**src/hw/rtl/dtf_pkg.sv**
```systemverilog
// Package: shared types, character codes, status codes and the power-of-ten table.
package dtf_pkg;

  localparam int FRAC_BITS_DEF       = 32;
  localparam int MAX_FRAC_DIGITS_DEF = 9;

  localparam int VALUE_W    = 64;
  localparam int INT_W      = 31;
  localparam int FRAC_ACC_W = 30;
  localparam int FCNT_W     = 4;

  localparam logic [INT_W-1:0] INT_MAX_VAL = 31'h7FFF_FFFF;

  localparam logic [7:0] CH_MINUS = 8'h2D;
  localparam logic [7:0] CH_PLUS  = 8'h2B;
  localparam logic [7:0] CH_POINT = 8'h2E;
  localparam logic [7:0] CH_ZERO  = 8'h30;
  localparam logic [7:0] CH_NINE  = 8'h39;

  localparam logic [1:0] STAT_OK        = 2'd0;
  localparam logic [1:0] STAT_BAD_CHAR  = 2'd1;
  localparam logic [1:0] STAT_INT_SAT   = 2'd2;
  localparam logic [1:0] STAT_FRAC_DROP = 2'd3;

  typedef struct packed {
    logic [7:0] ch;
    logic       last;
  } in_item_t;

  typedef struct packed {
    logic signed [VALUE_W-1:0] value;
    logic [1:0]                status;
  } out_item_t;

  typedef enum logic {
    ST_ACCEPT,
    ST_DIVIDE
  } ctrl_state_t;

  typedef struct packed {
    logic take;    // accumulate the accepted character
    logic start;   // character ends the field: latch divider, clear field
    logic step;    // one restoring-division iteration
    logic load;    // write the result register
  } dp_cmd_t;

  typedef struct packed {
    logic div_done;
  } dp_stat_t;

  // Rank of a status code: bad character > saturated > dropped > ok.
  function automatic logic [1:0] severity(input logic [1:0] code);
    case (code)
      STAT_BAD_CHAR:  severity = 2'd3;
      STAT_INT_SAT:   severity = 2'd2;
      STAT_FRAC_DROP: severity = 2'd1;
      default:        severity = 2'd0;
    endcase
  endfunction

  function automatic logic [1:0] raise_status(input logic [1:0] cur, input logic [1:0] code);
    raise_status = (severity(code) > severity(cur)) ? code : cur;
  endfunction

  // Ten to the power n; counts above nine clamp to nine.
  function automatic logic [FRAC_ACC_W-1:0] pow10(input logic [FCNT_W-1:0] n);
    case (n)
      4'd0:    pow10 = 30'd1;
      4'd1:    pow10 = 30'd10;
      4'd2:    pow10 = 30'd100;
      4'd3:    pow10 = 30'd1000;
      4'd4:    pow10 = 30'd10000;
      4'd5:    pow10 = 30'd100000;
      4'd6:    pow10 = 30'd1000000;
      4'd7:    pow10 = 30'd10000000;
      4'd8:    pow10 = 30'd100000000;
      default: pow10 = 30'd1000000000;
    endcase
  endfunction

endpackage

```
**src/hw/rtl/dtf_ctrl.sv**
```systemverilog
// Controller: field accept / divide sequencing and result register handshake.
module dtf_ctrl (
  input  logic               clk,
  input  logic               rst_n,
  input  logic               in_valid,
  input  logic               in_last,
  output logic               in_ready,
  input  logic               out_ready,
  output logic               out_valid,
  output dtf_pkg::dp_cmd_t   cmd,
  input  dtf_pkg::dp_stat_t  stat
);

  dtf_pkg::ctrl_state_t state_r, state_nxt;
  logic                 out_valid_r, out_valid_nxt;
  logic                 out_free;

  assign out_free = !out_valid_r || out_ready;

  always_comb begin
    state_nxt = state_r;
    case (state_r)
      dtf_pkg::ST_ACCEPT: begin
        if (in_valid && in_last) state_nxt = dtf_pkg::ST_DIVIDE;
      end
      dtf_pkg::ST_DIVIDE: begin
        if (stat.div_done && out_free) state_nxt = dtf_pkg::ST_ACCEPT;
      end
      default: state_nxt = dtf_pkg::ST_ACCEPT;
    endcase
  end

  always_comb begin
    in_ready  = 1'b0;
    cmd       = '0;
    case (state_r)
      dtf_pkg::ST_ACCEPT: begin
        in_ready  = 1'b1;
        cmd.take  = in_valid;
        cmd.start = in_valid && in_last;
      end
      dtf_pkg::ST_DIVIDE: begin
        cmd.step = !stat.div_done;
        cmd.load = stat.div_done && out_free;
      end
      default: begin
        in_ready = 1'b0;
      end
    endcase
  end

  always_comb begin
    out_valid_nxt = out_valid_r;
    if (cmd.load)       out_valid_nxt = 1'b1;
    else if (out_ready) out_valid_nxt = 1'b0;
  end

  assign out_valid = out_valid_r;

  always_ff @(posedge clk) begin
    if (!rst_n) begin
      state_r     <= dtf_pkg::ST_ACCEPT;
      out_valid_r <= 1'b0;
    end else begin
      state_r     <= state_nxt;
      out_valid_r <= out_valid_nxt;
    end
  end

endmodule

```
**src/hw/rtl/dtf_dp.sv**
```systemverilog
// Datapath: character accumulators, serial fraction divider and result register.
module dtf_dp #(
  parameter int FRAC_BITS       = dtf_pkg::FRAC_BITS_DEF,
  parameter int MAX_FRAC_DIGITS = dtf_pkg::MAX_FRAC_DIGITS_DEF
) (
  input  logic                clk,
  input  logic                rst_n,
  input  logic [7:0]          ch,
  input  dtf_pkg::dp_cmd_t    cmd,
  output dtf_pkg::dp_stat_t   stat,
  output dtf_pkg::out_item_t  out_item
);

  localparam int DCNT_W = $clog2(FRAC_BITS + 1);
  localparam int IW     = dtf_pkg::INT_W;
  localparam int FW     = dtf_pkg::FRAC_ACC_W;
  localparam int CW     = dtf_pkg::FCNT_W;
  localparam int VW     = dtf_pkg::VALUE_W;

  // field state
  logic [IW-1:0] int_r, int_nxt;
  logic [FW-1:0] frac_r, frac_nxt;
  logic [CW-1:0] fcnt_r, fcnt_nxt;
  logic          point_r, point_nxt;
  logic          neg_r, neg_nxt;
  logic          start_r, start_nxt;
  logic [1:0]    status_r, status_nxt;

  // divider state
  logic [FW-1:0]        rem_r, rem_nxt;
  logic [FW-1:0]        dvs_r, dvs_nxt;
  logic [FRAC_BITS-1:0] quo_r, quo_nxt;
  logic [DCNT_W-1:0]    dcnt_r, dcnt_nxt;
  logic [IW-1:0]        hold_int_r, hold_int_nxt;
  logic                 hold_neg_r, hold_neg_nxt;
  logic [1:0]           hold_stat_r, hold_stat_nxt;

  dtf_pkg::out_item_t out_r, out_nxt;

  logic [3:0]    digit;
  logic [IW+3:0] int_prod;
  logic [FW:0]   rem2;
  logic [VW-1:0] mag;

  assign digit    = 4'(ch - dtf_pkg::CH_ZERO);
  assign int_prod = ({4'b0, int_r} << 3) + ({4'b0, int_r} << 1) + (IW+4)'(digit);

  // field accumulation
  always_comb begin
    int_nxt    = int_r;
    frac_nxt   = frac_r;
    fcnt_nxt   = fcnt_r;
    point_nxt  = point_r;
    neg_nxt    = neg_r;
    start_nxt  = start_r;
    status_nxt = status_r;
    if (cmd.take) begin
      start_nxt = 1'b0;
      if (start_r && (ch == dtf_pkg::CH_MINUS || ch == dtf_pkg::CH_PLUS)) begin
        neg_nxt = (ch == dtf_pkg::CH_MINUS);
      end else if (ch == dtf_pkg::CH_POINT) begin
        if (point_r) status_nxt = dtf_pkg::raise_status(status_r, dtf_pkg::STAT_BAD_CHAR);
        else         point_nxt  = 1'b1;
      end else if (ch inside {[dtf_pkg::CH_ZERO:dtf_pkg::CH_NINE]}) begin
        if (!point_r) begin
          if (int_prod > (IW+4)'(dtf_pkg::INT_MAX_VAL)) begin
            int_nxt    = dtf_pkg::INT_MAX_VAL;
            status_nxt = dtf_pkg::raise_status(status_r, dtf_pkg::STAT_INT_SAT);
          end else begin
            int_nxt = int_prod[IW-1:0];
          end
        end else if (fcnt_r < CW'(MAX_FRAC_DIGITS)) begin
          frac_nxt = (frac_r << 3) + (frac_r << 1) + FW'(digit);
          fcnt_nxt = fcnt_r + 1'b1;
        end else begin
          status_nxt = dtf_pkg::raise_status(status_r, dtf_pkg::STAT_FRAC_DROP);
        end
      end else begin
        status_nxt = dtf_pkg::raise_status(status_r, dtf_pkg::STAT_BAD_CHAR);
      end
    end
  end

  // restoring division of frac * 2^FRAC_BITS by 10^count, one quotient bit per step
  assign rem2 = {rem_r, 1'b0};

  always_comb begin
    rem_nxt       = rem_r;
    dvs_nxt       = dvs_r;
    quo_nxt       = quo_r;
    dcnt_nxt      = dcnt_r;
    hold_int_nxt  = hold_int_r;
    hold_neg_nxt  = hold_neg_r;
    hold_stat_nxt = hold_stat_r;
    if (cmd.start) begin
      // take the post-character totals, the last character included
      rem_nxt       = frac_nxt;
      dvs_nxt       = dtf_pkg::pow10(fcnt_nxt);
      quo_nxt       = '0;
      dcnt_nxt      = DCNT_W'(FRAC_BITS);
      hold_int_nxt  = int_nxt;
      hold_neg_nxt  = neg_nxt;
      hold_stat_nxt = status_nxt;
    end else if (cmd.step) begin
      dcnt_nxt = dcnt_r - 1'b1;
      if (rem2 >= {1'b0, dvs_r}) begin
        rem_nxt = FW'(rem2 - {1'b0, dvs_r});
        quo_nxt = {quo_r[FRAC_BITS-2:0], 1'b1};
      end else begin
        rem_nxt = rem2[FW-1:0];
        quo_nxt = {quo_r[FRAC_BITS-2:0], 1'b0};
      end
    end
  end

  // frac * 2^F / 10^n < 2^F, so the quotient fills the fraction bits alone
  assign mag = (VW'(hold_int_r) << FRAC_BITS) | VW'(quo_r);

  always_comb begin
    out_nxt = out_r;
    if (cmd.load) begin
      out_nxt.value  = hold_neg_r ? -mag : mag;
      out_nxt.status = hold_stat_r;
    end
  end

  assign stat.div_done = (dcnt_r == '0);
  assign out_item      = out_r;

  // the field's totals move to the divider on the ending character; clear the
  // accumulators for the next field at the same edge
  always_ff @(posedge clk) begin
    if (!rst_n) begin
      int_r    <= '0;
      frac_r   <= '0;
      fcnt_r   <= '0;
      point_r  <= 1'b0;
      neg_r    <= 1'b0;
      start_r  <= 1'b1;
      status_r <= dtf_pkg::STAT_OK;
      dcnt_r   <= '0;
    end else begin
      if (cmd.start) begin
        int_r    <= '0;
        frac_r   <= '0;
        fcnt_r   <= '0;
        point_r  <= 1'b0;
        neg_r    <= 1'b0;
        start_r  <= 1'b1;
        status_r <= dtf_pkg::STAT_OK;
      end else begin
        int_r    <= int_nxt;
        frac_r   <= frac_nxt;
        fcnt_r   <= fcnt_nxt;
        point_r  <= point_nxt;
        neg_r    <= neg_nxt;
        start_r  <= start_nxt;
        status_r <= status_nxt;
      end
      dcnt_r   <= dcnt_nxt;
    end
  end

  always_ff @(posedge clk) begin
    rem_r       <= rem_nxt;
    dvs_r       <= dvs_nxt;
    quo_r       <= quo_nxt;
    hold_int_r  <= hold_int_nxt;
    hold_neg_r  <= hold_neg_nxt;
    hold_stat_r <= hold_stat_nxt;
    out_r       <= out_nxt;
  end

endmodule

```
**src/hw/rtl/decimal_text_to_fixed_top.sv**
```systemverilog
// Top level: decimal text field to signed fixed point converter.
//
//   channel | ports                          | moves
//   --------+--------------------------------+-------------------------------------
//   input   | in_valid, in_ready, in_item    | one character item, with last mark
//   result  | out_valid, out_ready, out_item | one Q(63-F).F value and status item
//
// Sequencing: characters are taken while the block is in its accept phase. The item
// that carries the last mark starts a restoring divider that produces one quotient bit
// per cycle, and in_ready stays low until the divider is done and the result is
// loaded. The divider is the only multi-cycle unit.
// Reset: synchronous, active low; clears the field state and the result valid.
// Stalls: a held result does not block the next field's characters; only the end
// of a field waits for the result register to free up before it is written.
module decimal_text_to_fixed_top #(
  parameter int FRAC_BITS       = dtf_pkg::FRAC_BITS_DEF,
  parameter int MAX_FRAC_DIGITS = dtf_pkg::MAX_FRAC_DIGITS_DEF
) (
  input  logic                clk,
  input  logic                rst_n,
  input  logic                in_valid,
  output logic                in_ready,
  input  dtf_pkg::in_item_t   in_item,
  output logic                out_valid,
  input  logic                out_ready,
  output dtf_pkg::out_item_t  out_item
);

  // command and status between the sequencer and the datapath
  dtf_pkg::dp_cmd_t  cmd;
  dtf_pkg::dp_stat_t stat;

  // sequence the accept and divide phases, own the result valid
  dtf_ctrl u_ctrl (
    .clk       (clk),
    .rst_n     (rst_n),
    .in_valid  (in_valid),
    .in_last   (in_item.last),
    .in_ready  (in_ready),
    .out_ready (out_ready),
    .out_valid (out_valid),
    .cmd       (cmd),
    .stat      (stat)
  );

  // accumulate digits, divide the fraction, hold the result
  dtf_dp #(
    .FRAC_BITS       (FRAC_BITS),
    .MAX_FRAC_DIGITS (MAX_FRAC_DIGITS)
  ) u_dp (
    .clk      (clk),
    .rst_n    (rst_n),
    .ch       (in_item.ch),
    .cmd      (cmd),
    .stat     (stat),
    .out_item (out_item)
  );

endmodule

```
**config.mk**
```make
export PLATFORM = sky130hd
export DESIGN_NAME = decimal_text_to_fixed_top
export DESIGN_NICKNAME = d
export VERILOG_FILES = /design/src/hw/rtl/dtf_pkg.sv /design/src/hw/rtl/dtf_ctrl.sv /design/src/hw/rtl/dtf_dp.sv /design/src/hw/rtl/decimal_text_to_fixed_top.sv
export SDC_FILE = /design/constraint.sdc
export NUM_CORES = 1
export LEC_CHECK = 0
export BUFFER_PORTS_ARGS = -buffer_cell sky130_fd_sc_hd__buf_2
export CORE_MARGIN = 3
export CORE_UTILIZATION = 40
export CTS_BUF_LIST = sky130_fd_sc_hd__clkbuf_2 sky130_fd_sc_hd__clkbuf_4 sky130_fd_sc_hd__clkbuf_8
export CTS_CLUSTER_SIZE = 28
export DETAILED_ROUTE_END_ITERATION = 8
export PLACE_DENSITY = 0.61
export SLEW_MARGIN = 5
export SYNTH_ARGS = -nofsm -noshare
export SYNTH_HDL_FRONTEND = slang
export SYNTH_SLANG_ARGS = --single-unit
```
**constraint.sdc**
```tcl
create_clock -name clk -period 10.1 [get_ports clk]
set_input_delay 1.01 -clock clk [delete_from_list [all_inputs] [get_ports clk]]
set_output_delay 1.01 -clock clk [all_outputs]
set_load 0.01 [all_outputs]
```
==> metrics.md, run 1 <==
| Metric | Value |
|---|---|
| Final period util | 42.6% |
| CTS tree | done |
| Antenna fix cells | 0 |
| Worst EP required | 10.46 ns |
| Worst r2r dst | u_dp.hold_stat_r[0]$_DFFE_PP_ |
| Clock sinks | 263 |
| Fill cell total of the finished layout | 3956 |
| Peak VDD IR | 0.0771 mV |
| Clk_skew | 0.0344 ns |
| Final Cell Area | 0.0186 mm2 |
| DIE AREA | 0.0442 mm2 |
| WHS Endpoint | u_dp.out_item[0]$_DFFE_PP_ |
| Setup-failing EPs final | 0 |
| Layout net count | 2039 |
| First-pass GRT wire length | 68.5 mm |
| Status | finished, final reports clean |
| Port bufs | 80 |
| Starting Density | 40.7% |
| CP Launch Type | input pin |
| Worst path arrival time | 4.66 ns |
| Post-DP HPWL | 30.9 mm |
| Cell Pwr Density | 142 mW/mm2 |
| Syn Nets | 1964 |
| Most frequent cells in the layout | nor2_1 (186), nand2_1 (173), ha_1 (154) |
| YS warnings | 0 |
| Post-Synth Simple-Gate Area | 16.7% |
| Post-CTS Resized | 0 |
| Critical R2R Launch | u_dp.int_r[2]$_SDFF_PP0_ |
| Proportion of synthesized area in mux cells | 2.28% |
| WL/cell | 17.3 um |
| Total power | 2.64 mW |
| Share of cells above drive strength 1 | 11.0% |
| Synth Register Bits | 263 |
| Synth-to-layout area growth | 11.5% |
| Antenna violations before repair | 0 |
| Root buffer cell | clkbuf_8 |
| Reg clk slew, reported paths | 0.06 ns |
| Number of synthesized flops with an enable pin | 153 |
| Setup tns final | 0 ns |
| Post-layout util | 45.4% |
| Async SR Flop Fraction | 0% |
| Die height | 210 um |
| Slew Limit Headroom | 37.1% |
| Rows | 74 |
| Max-Cap Viols | 0 |
| CP endpoint kind | flip-flop |
| Clock Latency Late Sink | 0.62 ns |
| RSZ-0062 raised after global routing | no |
| Worst Hold Depth | 0 |
| Max clock buf depth | 3 |
| Count of different cell masters after synthesis | 72 |
| Gr usage total | 19.0% |
| Worst hold-check path type | flip-flop to flip-flop |
| Largest family of logic cells by synthesized area | compound AO/OA/AOI/OAI gates |
| Max Clk Rate | 232 MHz |
| Post-DRT Antenna Nets | 0 |
| Worst Reg-to-Reg Cells | 15 |
| Largest net degree at the start of global routing | 67 |
| Post-Route WL | 42.2 mm |
| Placeable Area | 0.0410 mm2 |
| Sequential area share after synthesis | 40.7% |
| Synth Cell Area | 0.0167 mm2 |
| Detailed Routing Iterations Pass 1 | 5 |
| Main synth FF type | edfxtp_1 |
| Hold bufs inserted after CTS | 0 |
| Most common library cell in the layout ignoring fill and taps | nor2_1 |
| Total gr overflow | 0 |
| Pins Over Slew Limit | 0 |
| CP Max Fanout | 42 |
| Number of global-route vias before repair | 13.2k |
| Post-Synth XOR/XNOR Area | 6.82% |
| Synth Area in Adders | 12.1% |
| Placed Area | 0.0177 mm2 |
| 1st-iter DRT viols | 960 |
| Tmin final | 4.30 ns |
| Post-synthesis cell count | 1792 |
| Complex-gate fraction of the synthesized area | 18.2% |
| Syn avg cell area | 9.32 um2 |
| Min-delay src | u_dp.hold_stat_r[0]$_DFFE_PP_ |
| Vias per std cell | 5.58 |
| R2R setup slack | 6.02 ns |
| Routability congestion estimate | 0.926 |
| Measured slew at the worst slew-check pin | 0.943 ns |
| I/O Pins | 81 |
| DR DRC count | 0 |
| Hold Slack | 0.442 ns |
| Die Wd | 210 um |
| Post-CTS Setup Repair Bufs | 0 |
| Setup CP Type | input pin to flip-flop |
| CTS H-tree depth | 2 |
| CTS Buf Count | 47 |
| Leak | 7.74 nW |
| Final hold viol count | 0 |
| Vias | 13.6k |
## state kept, by name (all words and copies together) (netlist names)
signal / count
u_dp.hold_int_r: 31
u_dp.dvs_r: 23
u_ctrl.state_r: 1
u_dp.point_r: 1
u_dp.int_r: 31
u_dp.out_item: 66
u_dp.quo_r: 32
u_dp.fcnt_r: 4
u_dp.neg_r: 1
u_dp.hold_neg_r: 1
u_dp.frac_r: 30
u_dp.start_r: 1
u_dp.rem_r: 30
u_dp.status_r: 2
u_dp.dcnt_r: 6
u_ctrl.out_valid: 1
u_dp.hold_stat_r: 2
## per-layer routing
layer / track usage [%] / up-vias / wire length [um]
met1: 26.7 / 6467 / 20200
met2: 29.9 / 325 / 18600
met3: 2.95 / 76 / 2200
li1: - / 6726 / -
met4: 6.84 / 0 / 1210
met5: 0 / - / 0
## cell usage after synthesis, types with 8 or more instances
library cell,instances,area [um2]
a21oi_1,114,571
a21o_1,38,285
nor3_1,35,175
and2_1,17,106
or3_1,17,106
a211oi_1,36,270
nor4_1,18,113
o211ai_1,15,113
xnor2_1,102,893
and3_1,10,62.6
nand2b_1,16,100
inv_1,67,251
xor2_1,28,245
or4_1,8,60.1
o21ai_0,106,531
nand3_1,36,180
nand2_1,175,657
o31ai_1,22,165
o21ai_1,15,75.1
o21a_1,28,210
nor2b_1,12,75.1
clkbuf_1,64,240
nor2_1,190,713
dfxtp_1,110,2200
or2_2,9,56.3
edfxtp_1,153,4590
ha_1,154,1930
a31oi_1,29,181
o41ai_1,8,70.1
nand4_1,17,106
mux2i_1,38,380
## area by class of cell
cell class / count / area [um2] / area share [%]
Clock buffer: 60 / 757 / 4.07
Clock inverter: 26 / 211 / 1.14
Inverter: 67 / 251 / 1.35
Multi-Input combinational cell: 1391 / 9410 / 50.5
Sequential cell: 263 / 6800 / 36.5
Tap cell: 532 / 666 / 3.58
Timing Repair Buffer: 97 / 528 / 2.84
## report_power, final
| part | internal, mW | leakage, nW | switching [mW] |
|---|---|---|---|
| clock network | 0.573 | 0.513 | 0.469 |
| registers | 1.19 | 2.34 | 0.0254 |
| logic | 0.149 | 4.89 | 0.235 |
## worst max-delay path: stages
cell and delay [ns]:
buf_2 0.15, inv_1 0.07, fa_1 0.59, inv_1 0.06, ha_1 0.29, a211oi_1 0.09
o21a_1 0.22, o21a_1 0.22, or4_1 0.57, a21o_1 0.23, a211o_1 0.25, o2111ai_1 0.10
buf_4 0.25, nor2_2 0.04, buf_4 0.26, o22a_1 0.22
## how the worst max path moves through the flow
stage | to | startpoint | slack [ns]
floorplan | u_dp.out_item[0]$_DFFE_PP_ | out_ready | 5.59
global placement | u_dp.hold_stat_r[0]$_DFFE_PP_ | in_item[4] | 5.21
detailed placement | u_dp.hold_stat_r[0]$_DFFE_PP_ | in_item[4] | 5.19
CTS | u_dp.hold_stat_r[0]$_DFFE_PP_ | in_item[4] | 5.86
global route | u_dp.hold_stat_r[0]$_DFFE_PP_ | in_item[4] | 5.61
finish | u_dp.hold_stat_r[0]$_DFFE_PP_ | in_item[4] | 5.80
## stage by stage
stage,instances,worst slack (ns)
5_1_grt,2436,5.61
4_1_cts,2436,5.86
3_5_place_dp,2350,5.19
2_1_floorplan,1792,5.59
3_3_place_gp,2350,5.21
6_report,2436,5.80
## cells by family (layout without fill, tap and decap cells)
group | count (synthesis) | after routing
adders and majority gates | 159 | 159
DFF | 263 | 263
and+or+nand+nor | 590 | 590
AOI/OAI and AO/OA | 474 | 474
buffers and inverters | 138 | 250
xor gates and xnor gates | 130 | 130
muxes | 38 | 38
No activity file was read; power rests on OpenSTA's default activity.
==> inputs of run 2 (changes only) <==
clock period = 4.36 ns   (was 10.1 ns; I/O delays follow)
==> run 2 against run 1 <==
Against the previous run: register-to-register slack worse by 5.6 ns; cell count is 0.41% higher; utilization is 0.42 points higher; global-route usage is 0.21 points lower; routed wire length hardly changed; first-iteration DRC count is 5.5% lower; clock skew is 0.021 ns lower; clock power is 150% higher; hold slack worse by 0.25 ns; sequential power is 130% higher; largest cell class unchanged; largest power group unchanged; highest routed layer unchanged.
==> metrics.md, run 2 (synthesized netlist as in run 1, its figures left out) <==
| Metric | Value |
|---|---|
| Cell Pwr Density | 336 mW/mm2 |
| Pins Over Slew Limit | 0 |
| Number of global-route vias before repair | 13.0k |
| Most common library cell in the layout ignoring fill and taps | nor2_1 |
| Reg clk slew, reported paths | 0.06 ns |
| Met3 Usage GRT | 3.35% |
| Post-Route WL | 42.2 mm |
| CTS tree | done |
| RSZ-0062 raised after global routing | no |
| Peak VDD IR | 0.206 mV |
| Placed Cells | 2359 |
| Gr usage total | 18.8% |
| M1 GR Usage | 26.2% |
| Max incr delay on CP | 0.59 ns |
| Max-Cap Viols | 0 |
| WL/cell | 17.2 um |
| Antenna violations before repair | 1 |
| Status | finished, final reports clean |
| First-pass GRT wire length | 67.6 mm |
| Placeable Area | 0.0410 mm2 |
| Hold bufs inserted after CTS | 0 |
| Die Wd | 210 um |
| Met2 usage | 30.4% |
| Leak | 7.84 nW |
| Port bufs | 80 |
| Tmin final | 3.94 ns |
| Worst hold-check path type | input pin to flip-flop |
| Detailed Routing Iterations Pass 1 | 5 |
| Final period util | 90.3% |
| Comb pwr share | 14.2% |
| Worst EP required | 4.66 ns |
| Synth-to-layout area growth | 12.5% |
| CP Launch Type | flip-flop |
| Crit-path slowest cell | or4_1 |
| Post-CTS Setup Repair Bufs | 0 |
| Busiest grt layer | met2 |
| Max clock buf depth | 3 |
| 1st-iter DRT viols | 907 |
| Total gr overflow | 0 |
| Vias | 13.6k |
| Cell Chain, Critical Path | inv_1 -> fa_1 -> inv_1 -> ha_1 -> a211oi_1 -> o21a_1 -> o21a_1 -> or4_1 -> nand4_1 -> a31oi_1 -> mux2i_1 -> nor2_2 -> buf_12 -> a31oi_1 |
| CTS H-tree depth | 2 |
| CP endpoint kind | flip-flop |
| I/O Pins | 81 |
| Die height | 210 um |
| Setup tns final | 0 ns |
| Routability congestion estimate | 0.897 |
| Max Clk Rate | 254 MHz |
| DIE AREA | 0.0442 mm2 |
| Antenna fix cells | 0 |
| Measured slew at the worst slew-check pin | 0.844 ns |
| Largest net degree at the start of global routing | 67 |
| Post-CTS Resized | 0 |
| Slew Limit Headroom | 43.7% |
| CP Max Fanout | 37 |
| Root buffer cell | clkbuf_8 |
| Clock group share of total power | 41.0% |
| Final hold viol count | 0 |
| Post-DRT Antenna Nets | 0 |
| Setup CP Type | flip-flop to flip-flop |
| DR DRC count | 0 |
| Vias per std cell | 5.54 |
| Psw | 1.68 mW |
| Worst path arrival time | 4.24 ns |
| Clock Latency Late Sink | 0.58 ns |
| Starting Density | 40.7% |
| Rows | 74 |
| Sequential share of power | 44.8% |
| Clock sinks | 263 |
| Most frequent cells in the layout | nor2_1 (187), nand2_1 (173), ha_1 (154) |
| Largest register FFs | 66 |
| Final Non-Filler Cells | 2446 |
| Clk_skew | 0.0134 ns |
| Setup-failing EPs final | 0 |
| Power Internal | 4.63 mW |
| CTS Buf Count | 47 |
| Post-DP HPWL | 31.5 mm |
| Switching share of power | 26.6% |
| Layout net count | 2048 |
| Share of cells above drive strength 1 | 11.8% |
run 2: cell count changes in the layout (fill, tap and decap cells not counted), moves of 2 or more:
cell	before	now
clkinv_1	10	4
clkbuf_4	11	16
clkinv_2	9	7
clkbuf_8	49	54
buf_12	0	2
inv_6	0	2
inv_8	2	0
buf_4	17	24
run 2: area by class of cell:
| class | count | area [um2] |
|---|---|---|
| tap | 532 | 666 |
| sequential | 263 | 6800 |
| timing repair buffer | 106 | 621 |
| multi-input combinational | 1391 | 9410 |
| fill | 3900 | 22200 |
| inverter | 67 | 251 |
| clock inverter | 17 | 188 |
| clock buffer | 70 | 863 |
run 2: power groups by stage:
stage          registers (mW)  logic [mW]  clock network [mW]
5_1_grt                  2.83       0.998                2.76
3_5_place_dp             2.88       0.891                   0
6_report                 2.83       0.896                2.58
2_1_floorplan            2.87       0.643                   0
4_1_cts                  2.83       0.895                2.66
3_3_place_gp             2.88       0.874                   0
run 2: worst max-delay path: cells and delay by family (launching register included):
kind / cells / cell delay, ns
flip-flops: 1 / 0.37
adder cells (fa/ha/maj): 2 / 0.84
AND/OR/NAND/NOR: 3 / 1.15
AO/OA/AOI/OAI: 5 / 0.75
buffers and inverters: 3 / 0.38
multiplexers: 1 / 0.17
run 2: per-stage QoR:
stage / worst slack, ns / hold slack [ns] / cell area (um2) / utilization (%) / power, mW
floorplan: 0.391 / 0.400 / 16700 / - / 3.51
global placement: 0.274 / 0.435 / 17700 / 43.3 / 3.75
detailed placement: 0.232 / 0.414 / 17700 / 43.3 / 3.77
CTS: 0.430 / 0.142 / 18800 / 45.8 / 6.38
global route: 0.154 / 0.168 / 18800 / 45.8 / 6.59
finish: 0.425 / 0.191 / 18800 / 45.8 / 6.30
run 2: final timing paths:
kind,startpoint,endpoint,slack [ns],cells past startpoint
worst min-delay path,rst_n,u_ctrl.state_r$_SDFF_PN0_,0.19,2
worst max-delay path,u_dp.int_r[0]$_SDFF_PP0_,u_dp.hold_int_r[3]$_DFFE_PP_,0.42,14
worst min register to register,u_dp.start_r$_SDFFE_PP1P_,u_dp.start_r$_SDFFE_PP1P_,0.45,2
worst max register to register,u_dp.int_r[0]$_SDFF_PP0_,u_dp.hold_int_r[3]$_DFFE_PP_,0.42,14
run 2: per-layer routing:
| layer | vias up | share of wire, % |
|---|---|---|
| met4 | 0 | 2.0 |
| li1 | 6759 | - |
| met2 | 295 | 45 |
| met3 | 61 | 5.2 |
| met5 | - | 0 |
| met1 | 6440 | 47 |
==> inputs of run 3 (changes only) <==
CTS_BUF_LIST = default   (was sky130_fd_sc_hd__clkbuf_2 sky130_fd_sc_hd__clkbuf_4 sky130_fd_sc_hd__clkbuf_8)
PLACE_DENSITY = 0.63   (was 0.61)
clock period = 3.35 ns   (was 4.36 ns; I/O delays follow)
==> run 3 against run 2 <==
Against the previous run: the run now ends with setup timing left; die area stayed put; register-to-register slack got worse by 0.70 ns; clock power rose by 32%; sequential share of layout area shrank 2.6 points; routed wire length is 4.6% higher; clock skew is 0.00073 ns higher; power is 33% higher; global-route usage is 0.87 points higher; combinational power increased by 44%; sequential cell count unchanged; cell count rose by 3.6%; worst setup slack worse by 0.70 ns.
==> metrics.md, run 3 (synthesized netlist as in run 1, its figures left out) <==
| Metric | Value |
|---|---|
| Status | finished, violations left |
| Failing checks | setup timing |
| Most frequent cells in the layout | nor2_1 (186), nand2_1 (172), edfxtp_1 (153) |
| CP Max Fanout | 12 |
| Setup-failing EPs final | 66 |
| Slew Limit Headroom | 28.2% |
| CP Launch Type | flip-flop |
| DIE AREA | 0.0442 mm2 |
| Worst EP required | 3.65 ns |
| CTS Buf Count | 30 |
| Max clock buf depth | 3 |
| Clock sinks | 263 |
| Largest net degree at the start of global routing | 63 |
| Cell Pwr Density | 414 mW/mm2 |
| Gr usage total | 19.7% |
| Layout net count | 2151 |
| Measured slew at the worst slew-check pin | 1.08 ns |
| CTS H-tree depth | 1 |
| Pins Over Slew Limit | 0 |
| Hold Slack | 0.107 ns |
| Rows | 74 |
| Setup CP Type | flip-flop to flip-flop |
| Final period util | 108% |
| Die height | 210 um |
| Post-DRT Antenna Nets | 0 |
| Antenna violations before repair | 0 |
| Leak | 8.47 nW |
| Worst path arrival time | 3.92 ns |
| Reg clk slew, reported paths | 0.07 ns |
| Area of the multi-input gates | 0.00990 mm2 |
| Cell Chain, Critical Path | inv_2 -> fa_1 -> inv_2 -> ha_4 -> a211oi_2 -> o21a_1 -> o21a_1 -> or4_4 -> nand4_1 -> a31oi_1 -> mux2i_2 -> buf_12 -> nor4_4 -> nor2_1 |
| Synth-to-layout area growth | 21.3% |
| First-pass GRT wire length | 71.3 mm |
| Share of cells above drive strength 1 | 19.1% |
| Vias | 14.1k |
| Worst r2r dst | u_dp.hold_int_r[6]$_DFFE_PP_ |
| Port bufs | 80 |
| Routability congestion estimate | 0.898 |
| Met2 usage | 32.0% |
| Met3 Usage GRT | 1.99% |
| Starting Density | 40.7% |
| WL/cell | 17.4 um |
| Total gr overflow | 0 |
| Setup WS post-layout | -0.276 ns |
| Detailed Routing Iterations Pass 1 | 5 |
| Hold bufs inserted after CTS | 0 |
| Tmin final | 3.63 ns |
| 1st-iter DRT viols | 907 |
| Root buffer cell | clkbuf_16 |
| Max-Cap Viols | 0 |
| Max incr delay on CP | 0.58 ns |
| Register area | 0.00680 mm2 |
| Clk_skew | 0.0142 ns |
| Peak VDD IR | 0.326 mV |
| Post-DP HPWL | 32.9 mm |
| Crit-path slowest cell | fa_1 |
| M1 GR Usage | 28.1% |
| Worst Hold Depth | 2 |
| Vias per std cell | 5.54 |
| Busiest grt layer | met2 |
| Number of global-route vias before repair | 13.7k |
| Final hold viol count | 0 |
| I/O Pins | 81 |
| Placeable Area | 0.0410 mm2 |
| Critical R2R Launch | u_dp.int_r[2]$_SDFF_PP0_ |
| RSZ-0062 raised after global routing | yes |
| Post-Route WL | 44.1 mm |
| Largest register FFs | 66 |
| Clock Latency Late Sink | 0.57 ns |
| CTS tree | done |
| R2R setup slack | -0.28 ns |
| CP delay by family, top | simple AND/OR/NAND/NOR gates |
| Max Clk Rate | 276 MHz |
| Crit path buffers/inverters | 3 |
| CP endpoint kind | flip-flop |
| Worst hold-check path type | input pin to flip-flop |
| Most common library cell in the layout ignoring fill and taps | nor2_1 |
| Die Wd | 210 um |
| DR DRC count | 0 |
| Fill cell total of the finished layout | 3754 |
| Min-delay src | rst_n |
| DP Worst Slack | -0.425 ns |
| Antenna fix cells | 0 |
| WHS Endpoint | u_ctrl.out_valid$_SDFFE_PN0P_ |
| Worst Reg-to-Reg Cells | 14 |
==> run 3: changes by cell type in the layout (fill, tap and decap cells not counted), moves of 6 or more <==
cell,previous run,this run
clkbuf_4,16,0
a211oi_2,0,17
clkinvlp_4,0,6
nor4_1,18,5
a211oi_1,36,18
clkbuf_16,0,32
nor4_4,0,13
buf_4,24,135
clkbuf_8,54,3
==> run 3: how the worst max path moves through the flow <==
| stage | startpoint | to | slack [ns] | cells after the start |
|---|---|---|---|---|
| 2_1_floorplan | u_dp.int_r[2]$_SDFF_PP0_ | u_dp.hold_int_r[14]$_DFFE_PP_ | -0.11 | 14 |
| 4_1_cts | u_dp.int_r[2]$_SDFF_PP0_ | u_dp.hold_stat_r[0]$_DFFE_PP_ | -0.23 | 14 |
| 6_report | u_dp.int_r[2]$_SDFF_PP0_ | u_dp.hold_int_r[6]$_DFFE_PP_ | -0.28 | 14 |
| 3_3_place_gp | in_item[4] | u_dp.hold_stat_r[0]$_DFFE_PP_ | -0.35 | 15 |
| 3_5_place_dp | in_item[4] | u_dp.hold_int_r[21]$_DFFE_PP_ | -0.42 | 15 |
| 5_1_grt | u_dp.int_r[2]$_SDFF_PP0_ | u_dp.hold_int_r[6]$_DFFE_PP_ | -0.35 | 14 |
==> run 3: power by group <==
part / internal [mW] / switching [mW]
Combinational: 0.546 / 0.749
Clock: 1.98 / 1.42
Sequential: 3.60 / 0.0868
Total: 6.12 / 2.26
==> run 3: cell type report <==
cell class / count / area share (%)
inverter: 67 / 1.24
tap: 532 / 3.29
clock inverter: 17 / 0.859
timing repair buffer: 226 / 7.93
multi-input combinational: 1391 / 48.9
sequential: 263 / 33.6
clock buffer: 39 / 4.23
==> run 3: stage by stage <==
step	TNS (ns)	cells	instance area, um2	util, %	power (mW)
2_1_floorplan	-2.01	1792	16800	-	4.58
3_3_place_gp	-17.79	2464	18600	45.3	4.96
3_5_place_dp	-21.94	2464	18600	45.3	4.99
4_1_cts	-10.51	2530	20000	48.8	8.43
5_1_grt	-18.30	2535	20300	49.4	8.73
6_report	-11.57	2535	20300	49.4	8.38
==> run 3: layer usage <==
| metal | vias to the layer above | routed length, um |
|---|---|---|
| met1 | 6711 | 20800 |
| li1 | 6928 | - |
| met2 | 353 | 20100 |
| met3 | 59 | 2150 |
| met4 | 0 | 999 |
| met5 | - | 0 |
==> run 3: repair_timing <==
item,in CTS,in global routing
buffers inserted,7,6
cloned,3,0
endpoints found under the setup margin,67,101
pin swaps,2,23
gates resized for setup,50,43
